## config.mk

```make
export PLATFORM = sky130hd
export DESIGN_NAME = radio_link_failure_monitor
export DESIGN_NICKNAME = d
export VERILOG_FILES = /design/src/sv/rlfm_pkg.sv /design/src/sv/radio_link_failure_monitor.sv
export SDC_FILE = /design/constraint.sdc
export NUM_CORES = 1
export LEC_CHECK = 0
export BUFFER_PORTS_ARGS = -buffer_cell sky130_fd_sc_hd__buf_2
export CORE_UTILIZATION = 47
export DETAILED_ROUTE_END_ITERATION = 10
export PLACE_DENSITY = 0.62
export RECOVER_POWER = 100
export SLEW_MARGIN = 20
export SYNTH_ARGS = -nofsm -noshare
export SYNTH_HDL_FRONTEND = slang
export SYNTH_SLANG_ARGS = --single-unit
```

## constraint.sdc

```tcl
create_clock -name clk -period 6.5 [get_ports clk]
set_input_delay 0.975 -clock clk [delete_from_list [all_inputs] [get_ports clk]]
set_output_delay 0.975 -clock clk [all_outputs]
set_load 0.02 [all_outputs]
```

## src/sv/rlfm_pkg.sv

```systemverilog
// types and constants of the radio link failure monitor
package rlfm_pkg;

	// configuration register indexes
	localparam logic [2:0] REG_ENABLE     = 3'd0;
	localparam logic [2:0] REG_Q_OUT      = 3'd1;
	localparam logic [2:0] REG_Q_IN       = 3'd2;
	localparam logic [2:0] REG_OOS_NEED   = 3'd3;
	localparam logic [2:0] REG_INS_NEED   = 3'd4;
	localparam logic [2:0] REG_T310_TICKS = 3'd5;
	localparam logic [2:0] REG_WD_TICKS   = 3'd6;

	// item kinds
	localparam logic FUNC_TICK   = 1'b0;
	localparam logic FUNC_BEACON = 1'b1;

	// failure causes
	typedef enum logic [1:0] {
		CAUSE_NONE      = 2'd0,
		CAUSE_T310      = 2'd1,
		CAUSE_LOSS      = 2'd2,
		CAUSE_NO_BEACON = 2'd3
	} cause_t;

	// register reset values
	localparam logic signed [11:0] Q_OUT_RESET      = -12'sd64;
	localparam logic signed [11:0] Q_IN_RESET       = -12'sd48;
	localparam logic [7:0]         OOS_NEED_RESET   = 8'd1;
	localparam logic [7:0]         INS_NEED_RESET   = 8'd1;
	localparam logic [15:0]        T310_TICKS_RESET = 16'd1000;
	localparam logic [15:0]        WD_TICKS_RESET   = 16'd1000;

	localparam logic [7:0] CNT_MAX = 8'd255;

	// link monitoring state
	typedef struct packed {
		logic [15:0] mon_cell;
		logic        mon_valid;
		logic [7:0]  oos_cnt;
		logic [7:0]  ins_cnt;
		logic        fail;
		logic [15:0] t310_left;
		logic        t310_act;
		logic [15:0] wd_left;
		logic        wd_act;
		logic        seen;
	} rlfm_state_t;

endpackage

```

## src/sv/radio_link_failure_monitor.sv

```systemverilog
// radio link failure monitor: out-of-sync / in-sync counting, T310 and beacon watchdog
//
// Each input word is a time tick or a serving-cell beacon and gives exactly one
// result word. The block takes one word per clock cycle while in_stall is low; a word is
// registered on entry, evaluated combinationally against the monitoring state and its result
// is loaded into an output register when the word advances; that register holds
// while out_stall is high. A beacon from a new cell clears the counters, the failure flag and T310;
// T310 and the watchdog count down on ticks only. Configuration is written through
// cfg_we / cfg_index / cfg_data and takes effect at once; write it only while no
// word is in flight. There is no clearing pass after reset.
module radio_link_failure_monitor (
	input  logic               clk,
	input  logic               arst_n,
	// configuration
	input  logic               cfg_we,
	input  logic [2:0]         cfg_index,
	input  logic [15:0]        cfg_data,
	// input words
	input  logic               in_valid,
	output logic               in_stall,
	input  logic               func,
	input  logic [15:0]        cell_id,
	input  logic               cell_valid,
	input  logic signed [11:0] rssi,
	// result words
	output logic               out_valid,
	input  logic               out_stall,
	output logic               failure_pulse,
	output logic [1:0]         failure_cause,
	output logic [15:0]        failure_cell,
	output logic               failure_active,
	output logic               t310_running,
	output logic               recovered_pulse,
	output logic [7:0]         oos_count,
	output logic [7:0]         insync_count
);

	// configuration registers
	logic               enable_q;
	logic signed [11:0] q_out_q;
	logic signed [11:0] q_in_q;
	logic [7:0]         oos_need_q;
	logic [7:0]         ins_need_q;
	logic [15:0]        t310_ticks_q;
	logic [15:0]        wd_ticks_q;

	// input stage
	logic               valid_s1;
	logic               func_s1;
	logic [15:0]        cell_s1;
	logic               cvalid_s1;
	logic signed [11:0] rssi_s1;

	// state and next state
	rlfm_pkg::rlfm_state_t st_q;
	rlfm_pkg::rlfm_state_t st_d;

	// result evaluation
	logic             pulse_d;
	rlfm_pkg::cause_t cause_d;
	logic [15:0]      fcell_d;
	logic             rec_d;

	// output register
	logic             out_valid_q;
	logic             pulse_q;
	rlfm_pkg::cause_t cause_q;
	logic [15:0]      fcell_q;
	logic             active_q;
	logic             t310_q;
	logic             rec_q;
	logic [7:0]       oos_q;
	logic [7:0]       ins_q;

	logic advance;
	logic accept;

	// handshake: the input stage moves on whenever the output slot is free or draining
	assign advance  = valid_s1 && (!out_valid_q || !out_stall);
	assign in_stall = valid_s1 && !advance;
	assign accept   = in_valid && !in_stall;

	// configuration writes
	always_ff @(posedge clk or negedge arst_n) begin
		if (!arst_n) begin
			enable_q     <= 1'b1;
			q_out_q      <= rlfm_pkg::Q_OUT_RESET;
			q_in_q       <= rlfm_pkg::Q_IN_RESET;
			oos_need_q   <= rlfm_pkg::OOS_NEED_RESET;
			ins_need_q   <= rlfm_pkg::INS_NEED_RESET;
			t310_ticks_q <= rlfm_pkg::T310_TICKS_RESET;
			wd_ticks_q   <= rlfm_pkg::WD_TICKS_RESET;
		end else if (cfg_we) begin
			unique case (cfg_index)
				rlfm_pkg::REG_ENABLE:     enable_q     <= cfg_data[0];
				rlfm_pkg::REG_Q_OUT:      q_out_q      <= signed'(cfg_data[11:0]);
				rlfm_pkg::REG_Q_IN:       q_in_q       <= signed'(cfg_data[11:0]);
				rlfm_pkg::REG_OOS_NEED:   oos_need_q   <= cfg_data[7:0];
				rlfm_pkg::REG_INS_NEED:   ins_need_q   <= cfg_data[7:0];
				rlfm_pkg::REG_T310_TICKS: t310_ticks_q <= cfg_data;
				rlfm_pkg::REG_WD_TICKS:   wd_ticks_q   <= cfg_data;
				default: ;
			endcase
		end
	end

	// input register
	always_ff @(posedge clk or negedge arst_n) begin
		if (!arst_n) begin
			valid_s1 <= 1'b0;
		end else if (accept) begin
			valid_s1 <= 1'b1;
		end else if (advance) begin
			valid_s1 <= 1'b0;
		end
	end

	always_ff @(posedge clk) begin
		if (accept) begin
			func_s1   <= func;
			cell_s1   <= cell_id;
			cvalid_s1 <= cell_valid;
			rssi_s1   <= rssi;
		end
	end

	// evaluate one word against the monitoring state
	always_comb begin
		logic same;
		logic t_exp;
		logic w_exp;
		st_d    = st_q;
		pulse_d = 1'b0;
		cause_d = rlfm_pkg::CAUSE_NONE;
		fcell_d = '0;
		rec_d   = 1'b0;
		same    = cvalid_s1 && st_q.mon_valid && (cell_s1 == st_q.mon_cell);
		t_exp   = 1'b0;
		w_exp   = 1'b0;
		if (enable_q && (func_s1 == rlfm_pkg::FUNC_BEACON) && cvalid_s1) begin
			st_d.seen = 1'b1;
			// new cell: start monitoring from scratch
			if (!st_q.mon_valid || (st_q.mon_cell != cell_s1)) begin
				st_d.oos_cnt   = '0;
				st_d.ins_cnt   = '0;
				st_d.fail      = 1'b0;
				st_d.t310_act  = 1'b0;
				st_d.t310_left = '0;
				st_d.mon_cell  = cell_s1;
				st_d.mon_valid = 1'b1;
			end
			st_d.wd_left = wd_ticks_q;
			st_d.wd_act  = 1'b1;
			priority if (st_d.fail) begin
				// recovery needs an in-sync level
				if (rssi_s1 >= q_in_q) begin
					st_d.fail    = 1'b0;
					st_d.oos_cnt = '0;
					st_d.ins_cnt = '0;
					rec_d        = 1'b1;
				end
			end else if (rssi_s1 < q_out_q) begin
				// out of sync
				st_d.ins_cnt = '0;
				if (st_d.oos_cnt != rlfm_pkg::CNT_MAX) begin
					st_d.oos_cnt = st_d.oos_cnt + 8'd1;
				end
				if ((st_d.oos_cnt >= oos_need_q) && !st_d.t310_act) begin
					st_d.t310_act  = 1'b1;
					st_d.t310_left = t310_ticks_q;
				end
			end else if (rssi_s1 >= q_in_q) begin
				// in sync
				st_d.oos_cnt = '0;
				if (st_d.t310_act) begin
					if (st_d.ins_cnt != rlfm_pkg::CNT_MAX) begin
						st_d.ins_cnt = st_d.ins_cnt + 8'd1;
					end
					if (st_d.ins_cnt >= ins_need_q) begin
						st_d.t310_act  = 1'b0;
						st_d.t310_left = '0;
						st_d.ins_cnt   = '0;
					end
				end
			end else begin
				// between thresholds: no change
			end
		end else if (enable_q && (func_s1 == rlfm_pkg::FUNC_TICK)) begin
			// timers count down together
			if (st_q.t310_act) begin
				t_exp          = (st_q.t310_left <= 16'd1);
				st_d.t310_left = t_exp ? 16'd0 : st_q.t310_left - 16'd1;
			end
			if (st_q.wd_act) begin
				w_exp        = (st_q.wd_left <= 16'd1);
				st_d.wd_left = w_exp ? 16'd0 : st_q.wd_left - 16'd1;
			end
			// T310 expiry is handled first
			if (t_exp) begin
				st_d.oos_cnt   = '0;
				st_d.ins_cnt   = '0;
				st_d.t310_act  = 1'b0;
				st_d.t310_left = '0;
				st_d.fail      = same;
				if (same) begin
					pulse_d = 1'b1;
					cause_d = rlfm_pkg::CAUSE_T310;
					fcell_d = cell_s1;
				end
			end
			if (w_exp) begin
				st_d.wd_act = 1'b0;
				priority if (!st_q.seen) begin
					cause_d = rlfm_pkg::CAUSE_NO_BEACON;
					fcell_d = cvalid_s1 ? cell_s1 : 16'd0;
				end else if (!st_d.fail && same) begin
					st_d.fail      = 1'b1;
					st_d.oos_cnt   = '0;
					st_d.ins_cnt   = '0;
					st_d.t310_act  = 1'b0;
					st_d.t310_left = '0;
					pulse_d        = 1'b1;
					cause_d        = rlfm_pkg::CAUSE_LOSS;
					fcell_d        = cell_s1;
				end else begin
					// failure already flagged or serving cell changed
				end
			end
		end
	end

	// monitoring state, watchdog re-armed by a duration write before any beacon
	always_ff @(posedge clk or negedge arst_n) begin
		if (!arst_n) begin
			st_q <= '{wd_left: rlfm_pkg::WD_TICKS_RESET, wd_act: 1'b1, default: '0};
		end else if (advance) begin
			st_q <= st_d;
		end else if (cfg_we && (cfg_index == rlfm_pkg::REG_WD_TICKS) && !st_q.seen
				&& st_q.wd_act) begin
			st_q.wd_left <= cfg_data;
		end
	end

	// output register
	always_ff @(posedge clk or negedge arst_n) begin
		if (!arst_n) begin
			out_valid_q <= 1'b0;
		end else if (advance) begin
			out_valid_q <= 1'b1;
		end else if (!out_stall) begin
			out_valid_q <= 1'b0;
		end
	end

	always_ff @(posedge clk) begin
		if (advance) begin
			pulse_q  <= pulse_d;
			cause_q  <= cause_d;
			fcell_q  <= fcell_d;
			active_q <= st_d.fail;
			t310_q   <= st_d.t310_act;
			rec_q    <= rec_d;
			oos_q    <= st_d.oos_cnt;
			ins_q    <= st_d.ins_cnt;
		end
	end

	assign out_valid       = out_valid_q;
	assign failure_pulse   = pulse_q;
	assign failure_cause   = cause_q;
	assign failure_cell    = fcell_q;
	assign failure_active  = active_q;
	assign t310_running    = t310_q;
	assign recovered_pulse = rec_q;
	assign oos_count       = oos_q;
	assign insync_count    = ins_q;

endmodule

```

======== After elaboration in Yosys (flattened, before gate mapping) ========
Cells that the tools add are included.
W data, S select, Z words.
word-level totals
  output and inout port bits .............. 40
  input bits .............................. 54
  bits in registers ....................... 212
cells by class
  reduce and logical (&&, ||, !) cells .... 42
  $add $sub $neg .......................... 4
  order comparisons ....................... 6
  multiplexer cells ....................... 67
  bitwise logic cells ..................... 2
  equality and inequality tests ........... 14
operator list
  kind                     number
  $mux W16                 15
  $mux W34                 6
  $mux W51                 4
  $mux W17                 7
  $mux W8                  12
  $le A16 B1 Y1 const B    2
  $sub A16 B1 Y16 const B  2
  $mux W1                  20
  $reduce_and A2 Y1        10
  $add A8 B1 Y8 const B    2
  $eq A16 B16 Y1           1
  $ge A8 B8 Y1             2
  $ne A16 B16 Y1           1
  $ne A8 B8 Y1 const B     2
  $logic_and A1 B1 Y1      13
  $ge A12 B12 Y1           1
  $lt A12 B12 Y1           1
  $eq A3 B3 Y1 const B     3
  $reduce_and A3 Y1        3
  $logic_not A1 Y1         8
  $reduce_bool A2 Y1       4
  $eq A3 B2 Y1 const B     2
  $mux W2                  3
  $ne A2 B1 Y1 const B     2
  other kinds (7)          9

======== Depth between registers and ports, before layout ========
Gate-level depths: netlist (run 1).
  depth in word-level cells ............... 19
  depth in mapped cells ................... 21
  depth with buffers taken out ............ 19

======== Least setup slack after synthesis (run 1) ========
Ideal clock, no wire load.
  path kind ............................... register to register
  start point ............................. register cell_s1[9]
  end point ............................... register st_q[29] (netlist name)
  data arrival time ....................... 5.065 ns
  cell stages (with the launch flop) ...... 22
  path buffers ............................ 2
  path slack .............................. 1.309 ns
  clock period less this slack ............ 5.191 ns
  path through ............................ edfxtp_1 > xor2_1 > nor4_2 > nand4_2 > nor4_4 > buf_4 > and2_1 > ha_1 > nand4_1 > nor2_1 > nand2_1 > nor3_1 > mux2_2 > ha_1 > nand2_1 > o21ai_0 > a41oi_1 > a2111oi_0 > nand2_1 > a21o_2 > buf_6 > a221o_1
on the way
  cells in the longest elaborated chain, start to end .. 18
  elaborated cells on any way between the ends .. 40
  classes of those cells .................. add/sub: 2; order compare: 2; eq/ne: 4; mux: 26; reduce/logical: 6
ends and longest elaborated chain
  what                                                  line                                                                  RTL
  from (decl)                                           radio_link_failure_monitor.sv:50                                      logic [15:0] cell_s1;
  from (signal assigned)                                radio_link_failure_monitor.sv:121                                     cell_s1 <= cell_id;
  $ne A16 B16 Y1                                        radio_link_failure_monitor.sv:143                                     if (!st_q.mon_valid || (st_q.mon_cell != cell_s1)) begin
  $logic_or A1 B1 Y1                                    radio_link_failure_monitor.sv:143
  $mux W51                                              radio_link_failure_monitor.sv:143
  $mux W51                                              radio_link_failure_monitor.sv:140                                     if (enable_q && (func_s1 == rlfm_pkg::FUNC_BEACON) && cvalid_s1) begin
  $add A8 B1 Y8 / $ne A8 B8 Y1 (equally long branches)  radio_link_failure_monitor.sv:177, radio_link_failure_monitor.sv:176
  $mux W8                                               radio_link_failure_monitor.sv:176                                     if (st_d.ins_cnt != rlfm_pkg::CNT_MAX) begin
  $mux W8                                               radio_link_failure_monitor.sv:175                                     if (st_d.t310_act) begin
  $mux W8                                               radio_link_failure_monitor.sv:172                                     end else if (rssi_s1 >= q_in_q) begin
  [2 not listed]                                        --
  $mux W8                                               radio_link_failure_monitor.sv:140
  $ge A8 B8 Y1                                          radio_link_failure_monitor.sv:179                                     if (st_d.ins_cnt >= ins_need_q) begin
  $mux W17                                              radio_link_failure_monitor.sv:179
  $mux W17                                              radio_link_failure_monitor.sv:175
  $mux W17                                              radio_link_failure_monitor.sv:172
  $mux W17                                              radio_link_failure_monitor.sv:162                                     end else if (rssi_s1 < q_out_q) begin
  $mux W17                                              radio_link_failure_monitor.sv:154                                     priority if (st_d.fail) begin
  $mux W51 (*)                                          radio_link_failure_monitor.sv:140
  to (signal assigned)                                  radio_link_failure_monitor.sv:237                                     st_q <= st_d;
  to (decl)                                             radio_link_failure_monitor.sv:55                                      rlfm_pkg::rlfm_state_t st_q;
Every way passes the cells marked *; elsewhere a longest branch is shown, timed or not. The select of a mux whose other input is x is not followed.
A chain may end at the register's enable or synchronous reset.

======== Final worst setup path (run 1) ========
  start point ............................. register cell_s1[9]
  end point ............................... register st_q[24] (netlist name)
The elaborated chain is that of the path after synthesis.

==> results.cfg, run 1 <==
[worst_setup_path]
critPathLaunchType = register
crit_path_end_kind = register
worstPathRequired_ps = 6910
cp_max_fo = 16
critPathKind = register to register
arrival_ps = 6190

[detailed_routing]
viasPerCell = 5.79
wire_per_inst_um = 19.1
drtAntennaViolNets = 0
routed_wl_mm = 27.7
drc = 0
drtIter0Drc = 449
via_count = 8404
first_pass_iters = 7

[pwr]
ir_drop_v = 0.000227
leakagePower_uw = 0.00506
p_per_area_mw_per_mm2 = 347

[sta]
setup_viol = 0
worstMarginPinSlew_ps = 4640
report.final.slew_viol_count = 199
final.period_utilization = 0.890
setup_slack_ps = 717
min_period_ps = 5780
clock_skew_ps = 13.4
grt_setup_unrepaired = no
tns_ps = 0
hold_viol_final = 0
relSlewSlack = -2.09
fmax_mhz = 173

[floorplan]
fp-row-count = 55
dieArea_mm2 = 0.0243
core_mm2 = 0.0229
die_h_um = 156
die_x_um = 156
io_pins = 94
start_util = 0.486

[global_route]
antenna_found_initial = 0
grt.total_usage = 0.232
grt_pass1_vias = 7894
grt_max_degree = 96
grt_overflow = 0
grt_pass1_wl_mm = 43.7

[logic_synthesis]
async_reset_ff_frac = 0.679
synth_seq_cells = 212
yosysTopAreaCellShare = 0.245
syn_area_per_cell_um2 = 10.8
synth_nets = 1132
synth_seq_area_share = 0.510
synth.yosys.warnings = 0
ys_types = 84
yosys-top-cells-area = dfrtp_1 24%, edfxtp_1 18%, dfstp_2 8.3%
postSynthCellCount = 1033
synth-edff-count = 68
synth_top_area_cell = dfrtp_1
synthFlopType = dfrtp_1
synth_area_mm2 = 0.0111

[cts]
path_clk_slew_ps = 60
numCtsBuffers = 25
htree_levels = 1
clock_latency_ps = 540
cts_tree = done
cts_hold_buf = 0
clockRootBuffer = clkbuf_16
clock_path_buffers = 3
postCtsSetupBuffers = 0
cts-resized-gates = 0
cts_sinks = 212

[hold_path]
hold_path.class = register to register

[finish]
final_cell_area_mm2 = 0.0126
final_common_cell = dfrtp_1
diodes = 0
nets = 1219
final_cell_mix = 109 x dfrtp_1, 92 x o21ai_0, 85 x nand2_1
drive_above_1_share = 0.189
area_growth_pct = 13.3
final_util = 0.551

[status]
violations = capacitance limit, slew limit
status = finished with violations

[placed_design]
portBuffers = 93
dpl.hpwl_mm = 19.3
place_ws_ps = 1000
placed_area_mm2 = 0.0119
globalplace.congestion = 0.901

[run]
cap_violations = 4
[area by class of cell]
| class | instances | area (µm²) |
|---|---|---|
| Inverter | 58 | 218 |
| Fill cell | 2033 | 10300 |
| Clock buffer | 33 | 706 |
| Tap cell | 313 | 392 |
| Clock inverter | 13 | 135 |
| Multi-Input combinational cell | 720 | 5020 |
| Timing Repair Buffer | 103 | 468 |
| Sequential cell | 212 | 5690 |
[cells in the mapped netlist, types with 4 or more instances]
| library cell | count |
|---|---|
| dfrtp_1 | 109 |
| o21ai_0 | 91 |
| nand2_1 | 85 |
| edfxtp_1 | 68 |
| mux2_2 | 61 |
| nor2_1 | 60 |
| inv_1 | 58 |
| ha_1 | 45 |
| a21oi_1 | 41 |
| clkbuf_1 | 35 |
| dfstp_2 | 35 |
| nor3_1 | 27 |
| nand3_1 | 25 |
| and2_1 | 22 |
| a22o_1 | 14 |
| a221o_1 | 13 |
| nand2b_1 | 13 |
| xnor2_1 | 12 |
| a31oi_1 | 11 |
| and3_1 | 11 |
| nand4_1 | 11 |
| nor4_1 | 11 |
| or4_1 | 11 |
| o31ai_1 | 9 |
| a222oi_1 | 7 |
| mux2i_1 | 7 |
| nor2b_1 | 7 |
| o2bb2ai_1 | 7 |
| xor2_1 | 7 |
| a211oi_1 | 6 |
| a221oi_1 | 5 |
| o21a_1 | 5 |
| or2_2 | 5 |
| or3_1 | 5 |
| a2111oi_0 | 4 |
| a211o_1 | 4 |
| a21o_1 | 4 |
| a22oi_1 | 4 |
| nor3b_1 | 4 |
[cell families after synthesis]
group / after synthesis / share of synthesized area
AND/OR/NAND/NOR: 328 / 0.159
AO/OA/AOI/OAI: 260 / 0.159
flip-flops: 212 / 0.510
buffers and inverters: 101 / 0.0373
multiplexers: 68 / 0.0679
adder cells (fa/ha/maj): 45 / 0.0505
XOR/XNOR: 19 / 0.0149
[sequential cells by signal, indices dropped and copies added (netlist names), 2 cells and up]
register / cells
cell_s1: 16
failure_cause: 2
failure_cell: 16
ins_need_q: 8
insync_count: 8
oos_count: 8
oos_need_q: 8
q_in_q: 12
q_out_q: 12
rssi_s1: 12
st_q: 69
t310_ticks_q: 16
wd_ticks_q: 16
[power breakdown]
part / switching, µW / total, µW / internal, µW
logic: 613 / 1030 / 415
registers: 238 / 1950 / 1710
clock network: 564 / 1410 / 847
total: 1420 / 4390 / 2970
[path summary, 6_finish.rpt]
path	start	end	slack (ps)	depth (start not counted)
max	cell_s1[9]	st_q[24]	720	20
max reg2reg	cell_s1[9]	st_q[24]	720	20
min in group asynchronous	arst_n	st_q[50]	2310	1
min reg2reg	st_q[1]	st_q[1]	500	2
max in group asynchronous	arst_n	st_q[32]	1560	1
min	st_q[1]	st_q[1]	500	2
[stage by stage]
step	hold WS [ps]	cells	power (µW)
finish	498	1452	4390
global route	518	1452	4630
CTS	498	1452	4420
detailed placement	487	1406	3000
global placement	465	1406	2970
floorplan	456	1033	2670
[routing by layer]
| metal | part of all wire | vias up | global-route usage |
|---|---|---|---|
| met4 | 0.026 | 0 | 0.0654 |
| li1 | - | 4006 | - |
| met2 | 0.45 | 255 | 0.352 |
| met3 | 0.055 | 56 | 0.0381 |
| met5 | 0 | - | 0 |
| met1 | 0.47 | 4087 | 0.342 |
[critical path, stage by stage, from the launching register on]
cell	delay [ps]
edfxtp_1	420
xor2_1	210
nor4_2	270
nand4_1	290
nor4_4	420
clkbuf_1	740
and2_0	230
ha_1	180
and3_1	250
nand3_1	150
nor2_1	140
mux2i_1	330
inv_1	90
ha_1	280
o21ai_0	70
o21bai_1	150
a21oi_1	90
o21a_1	230
o311a_1	360
a21o_1	330
a221o_1	410
Note: power is estimated with default switching activity, not from simulation.
==> run 2: changes to the inputs <==
Settings changed: CORE_MARGIN set to 10.
==> run 2 against run 1 <==
- the flow still finishes with violations (capacitance limit, slew limit)
- combinational power barely moved
- maximum frequency rose by 1.0%
- final area barely moved
- cell count rose by 0.48%
- critical path depth did not move
- register-to-register slack improved by 60 ps
- power rose by 0.20%
- non-clock buffer count did not move
- die area rose by 24%
- first-iteration DRC count rose by 91%
- highest routed layer unchanged
- count of clock-buffer cells in the layout rose by 1
- clock power barely moved
==> results.cfg, run 2 (same netlist as run 1, synthesis figures left out) <==
[worst_setup_path]
crit_top_cell = ha_1
critPathTopFamily = simple AND/OR/NAND/NOR gates
max_stage_delay_ps = 670
path_cells = xor2_1, nor4_2, nand4_1, nor4_4, clkbuf_1, and2_0, ha_1, and3_1, nand3_1, nor2_1, mux2i_1, inv_1, ha_1, o21ai_0, o21bai_1, a21oi_1, o21a_1, o311a_1, a21o_1, a221o_1
crit_slowest_cell = clkbuf_1
path_buf_inv = 2
worstPathRequired_ps = 6910
critPathKind = register to register
cp_max_fo = 16
critPathLaunchType = register
arrival_ps = 6140
crit_path_end_kind = register

[floorplan]
io_pins = 94
dieArea_mm2 = 0.0303
die_x_um = 174
fp-row-count = 56
core_mm2 = 0.0234
die_h_um = 174
start_util = 0.476

[sta]
clock_skew_ps = 23.7
hold_viol_final = 0
setup_viol = 0
worstMarginPinSlew_ps = 4960
grt_setup_unrepaired = no
report.final.slew_viol_count = 180
tns_ps = 0
relSlewSlack = -2.31
min_period_ps = 5730
final.period_utilization = 0.881
fmax_mhz = 175

[cts]
path_clk_slew_ps = 60
cts_hold_buf = 0
postCtsSetupBuffers = 0
cts-resized-gates = 0
htree_levels = 1
clock_path_buffers = 3
clock_latency_ps = 550
clockRootBuffer = clkbuf_16
cts_sinks = 212
numCtsBuffers = 25
cts_tree = done

[pwr]
ir_drop_v = 0.000218
leakagePower_uw = 0.00506
switchingPower_uw = 1420
p_clk_frac = 0.326
switching_share = 0.322
internal-power_uw = 2980
p_per_area_mw_per_mm2 = 348
seqPwrFrac = 0.442
comb_power_share = 0.233
finalPower_uw = 4390

[hold_path]
hold_path.class = register to register

[status]
status = finished with violations
violations = capacitance limit, slew limit

[global_route]
grt_pass1_vias = 8493
grt_pass1_wl_mm = 46.7
antenna_found_initial = 1
grt_max_degree = 91
grt_overflow = 0
grt.total_usage = 0.186

[finish]
multi_input_area_mm2 = 0.00501
area_growth_pct = 13.3
largest_reg_flops = 69
final-seq-area_mm2 = 0.00569
drive_above_1_share = 0.187
regMostFlops = st_q
final_cell_mix = 109 x dfrtp_1, 92 x o21ai_0, 85 x nand2_1
nets = 1219
fill_cells = 2126
final_util = 0.540
final_common_cell = dfrtp_1

[detailed_routing]
drtAntennaViolNets = 0
drtIter0Drc = 858
via_count = 8484
wire_per_inst_um = 19.6
routed_wl_mm = 28.6
drc = 0
viasPerCell = 5.81
first_pass_iters = 5

[run]
cap_violations = 4

[placed_design]
dpl.hpwl_mm = 20.0
portBuffers = 93
globalplace.congestion = 0.954
run 2: cell types whose count changed in the layout (fill, tap and decap cells not counted), sizes merged:
cell           before  now
buf                52   53
clkbuf             83   84
clkdlybuf4s25       1    0
inv                60   59
diode               0    1
run 2: power by group through the flow:
| stage | clock (µW) | sequential (µW) | combinational, µW |
|---|---|---|---|
| 2_1_floorplan | 0 | 1900 | 764 |
| 3_3_place_gp | 0 | 1950 | 1010 |
| 3_5_place_dp | 0 | 1960 | 1030 |
| 4_1_cts | 1460 | 1940 | 1040 |
| 5_1_grt | 1520 | 1990 | 1160 |
| 6_report | 1430 | 1940 | 1020 |
run 2: layer usage:
layer | wire length (µm) | track usage | part of all wire | vias to the layer above
met1 | 13400 | 0.264 | 0.47 | 4104
met5 | 0 | 0 | 0 | -
met2 | 12700 | 0.288 | 0.45 | 319
met4 | 598 | 0.0445 | 0.021 | 0
met3 | 1850 | 0.0336 | 0.065 | 42
li1 | - | - | - | 4019
run 2: area by class of cell:
| class | instances | area share |
|---|---|---|
| flip-flops and latches | 212 | 0.451 |
| inverters | 58 | 0.0172 |
| diodes | 1 | 0.000198 |
| clock buffers | 34 | 0.0570 |
| repair buffers | 103 | 0.0365 |
| multi-input cells | 720 | 0.396 |
| well taps | 319 | 0.0316 |
| clock inverters | 12 | 0.0106 |
run 2: path summary, 6_finish.rpt:
check                                        end  startpoint  depth (start not counted)  slack [ps]
worst max-delay path                    st_q[29]  cell_s1[9]                         20         770
worst min-delay path                   out_valid    valid_s1                          1         490
worst max register to register          st_q[29]  cell_s1[9]                         20         770
worst min register to register         out_valid    valid_s1                          1         490
max in group asynchronous               st_q[42]      arst_n                          1        1500
min in group asynchronous       t310_ticks_q[13]      arst_n                          1        2250
run 2: through the flow:
step | area [µm²] | hold slack (ps) | setup WS (ps) | instances
4_1_cts | 12800 | 488 | 1060 | 1457
6_report | 12600 | 489 | 775 | 1459
3_3_place_gp | 11900 | 469 | 1230 | 1411
2_1_floorplan | 11100 | 456 | 1310 | 1033
3_5_place_dp | 11900 | 472 | 1120 | 1411
5_1_grt | 12600 | 514 | 333 | 1458
==> run 3: changes to the inputs <==
Settings changed: CELL_PAD_IN_SITES_DETAIL_PLACEMENT set to 0, CELL_PAD_IN_SITES_GLOBAL_PLACEMENT set to 1, PLACE_DENSITY 0.62 to 0.76.
==> run 3 against run 2 <==
- the flow still finishes with violations (capacitance limit, slew limit)
- count of clock-buffer cells in the layout shrank 2
- sequential share of layout area rose by 0.21 points
- wire length grew 0.52%
- cell count about the same
==> results.cfg, run 3 (same netlist as run 1, synthesis figures left out) <==
[status]
status = finished with violations
violations = capacitance limit, slew limit

[worst_setup_path]
arrival_ps = 6300
path_buf_inv = 0
crit_slowest_cell = a2111oi_0
max_stage_delay_ps = 860
worstPathRequired_ps = 6940
crit_path_end_kind = register
critPathLaunchType = register
critPathTopFamily = simple AND/OR/NAND/NOR gates
cp_max_fo = 6
crit_top_cell = o21ai_0
path_cells = xor2_1, nor4_1, nand4_1, nor4_4, and2_0, ha_1, nand4_1, nor2_1, nand3b_1, o21ai_0, nor2_1, ha_1, a2111oi_0, nand2_1, a41oi_1, o21ai_0, a2111oi_0, nand2_1, o21ai_0
critPathKind = register to register

[cts]
clockRootBuffer = clkbuf_16
cts_tree = done
cts_sinks = 212
cts_hold_buf = 0
postCtsSetupBuffers = 0
htree_levels = 1
clock_path_buffers = 3
numCtsBuffers = 24
path_clk_slew_ps = 60
cts-resized-gates = 0
clock_latency_ps = 530

[finish]
diodes = 0
final_cell_area_mm2 = 0.0126
nets = 1222
largest_reg_flops = 69
regMostFlops = st_q
drive_above_1_share = 0.190
area_growth_pct = 12.8
final_common_cell = dfrtp_1
final_cell_mix = 109 x dfrtp_1, 91 x o21ai_0, 85 x nand2_1
final_util = 0.537

[sta]
clock_skew_ps = 16.0
holdWs_ps = 491
min_period_ps = 5860
final.period_utilization = 0.901
grt_setup_unrepaired = no
relSlewSlack = -2.22
setup_viol = 0
fmax_mhz = 171
worstMarginPinSlew_ps = 4830
setup_slack_ps = 644
report.final.slew_viol_count = 169
hold_viol_final = 0
tns_ps = 0

[global_route]
grt_max_degree = 87
grt_pass1_wl_mm = 46.6
antenna_found_initial = 1
grt_overflow = 0
grt.total_usage = 0.186
grt_pass1_vias = 8378

[detailed_routing]
drtAntennaViolNets = 0
highest_layer = met4
met3WireLength_mm = 1.63
first_pass_iters = 5
wl_met2_mm = 13.0
routed_wl_mm = 28.7
viasPerCell = 5.74
wire_per_inst_um = 19.7
via_count = 8386
drc = 0
wirelength_met1_mm = 13.7
drtIter0Drc = 594

[placed_design]
dpl.hpwl_mm = 20.0
portBuffers = 93
placed_area_mm2 = 0.0119
globalplace.congestion = 0.909
place_ws_ps = 978

[run]
cap_violations = 3

[floorplan]
die_x_um = 174
fp-row-count = 56
dieArea_mm2 = 0.0303
die_h_um = 174
core_mm2 = 0.0234
io_pins = 94
start_util = 0.476

[hold_path]
hold_path.class = register to register

[pwr]
leakagePower_uw = 0.00504
p_per_area_mw_per_mm2 = 341
ir_drop_v = 0.000216
run 3: changes by cell type in the layout (fill, tap and decap cells not counted), moves of 2 or more:
cell and delta:
and2_0 +2, clkinv_2 +3, and2_1 -2, mux2_2 +2, buf_4 +4, clkbuf_8 -3
mux2_1 -2
run 3: area by class of cell:
class	count	area, µm²
Clock buffer	32	682
Clock inverter	12	90.1
Fill cell	2191	10800
Inverter	58	219
Multi-Input combinational cell	720	5000
Sequential cell	212	5690
Tap cell	319	399
Timing Repair Buffer	107	490
run 3: path summary, 6_finish.rpt:
kind	start	end	slack [ps]	cells past startpoint
worst max-delay path	cell_s1[9]	st_q[37]	640	19
worst min-delay path	valid_s1	out_valid	490	1
worst max register to register	cell_s1[9]	st_q[37]	640	19
worst min register to register	valid_s1	out_valid	490	1
max in group asynchronous	arst_n	st_q[65]	1570	1
min in group asynchronous	arst_n	st_q[41]	2180	1
run 3: power by group:
part,total [µW],internal [µW],switching (µW)
Combinational,1030,418,612
Sequential,1940,1710,228
Clock,1320,776,548
Total,4290,2900,1390
run 3: per-stage QoR:
stage	power (µW)	cells
CTS	4340	1457
global placement	2970	1413
detailed placement	3000	1413
global route	4550	1460
floorplan	2670	1033
finish	4290	1460
run 3: layer usage:
metal | vias up | global-route usage
li1 | 4028 | -
met1 | 4110 | 0.265
met2 | 211 | 0.289
met3 | 37 | 0.0327
met4 | 0 | 0.0435
met5 | - | 0
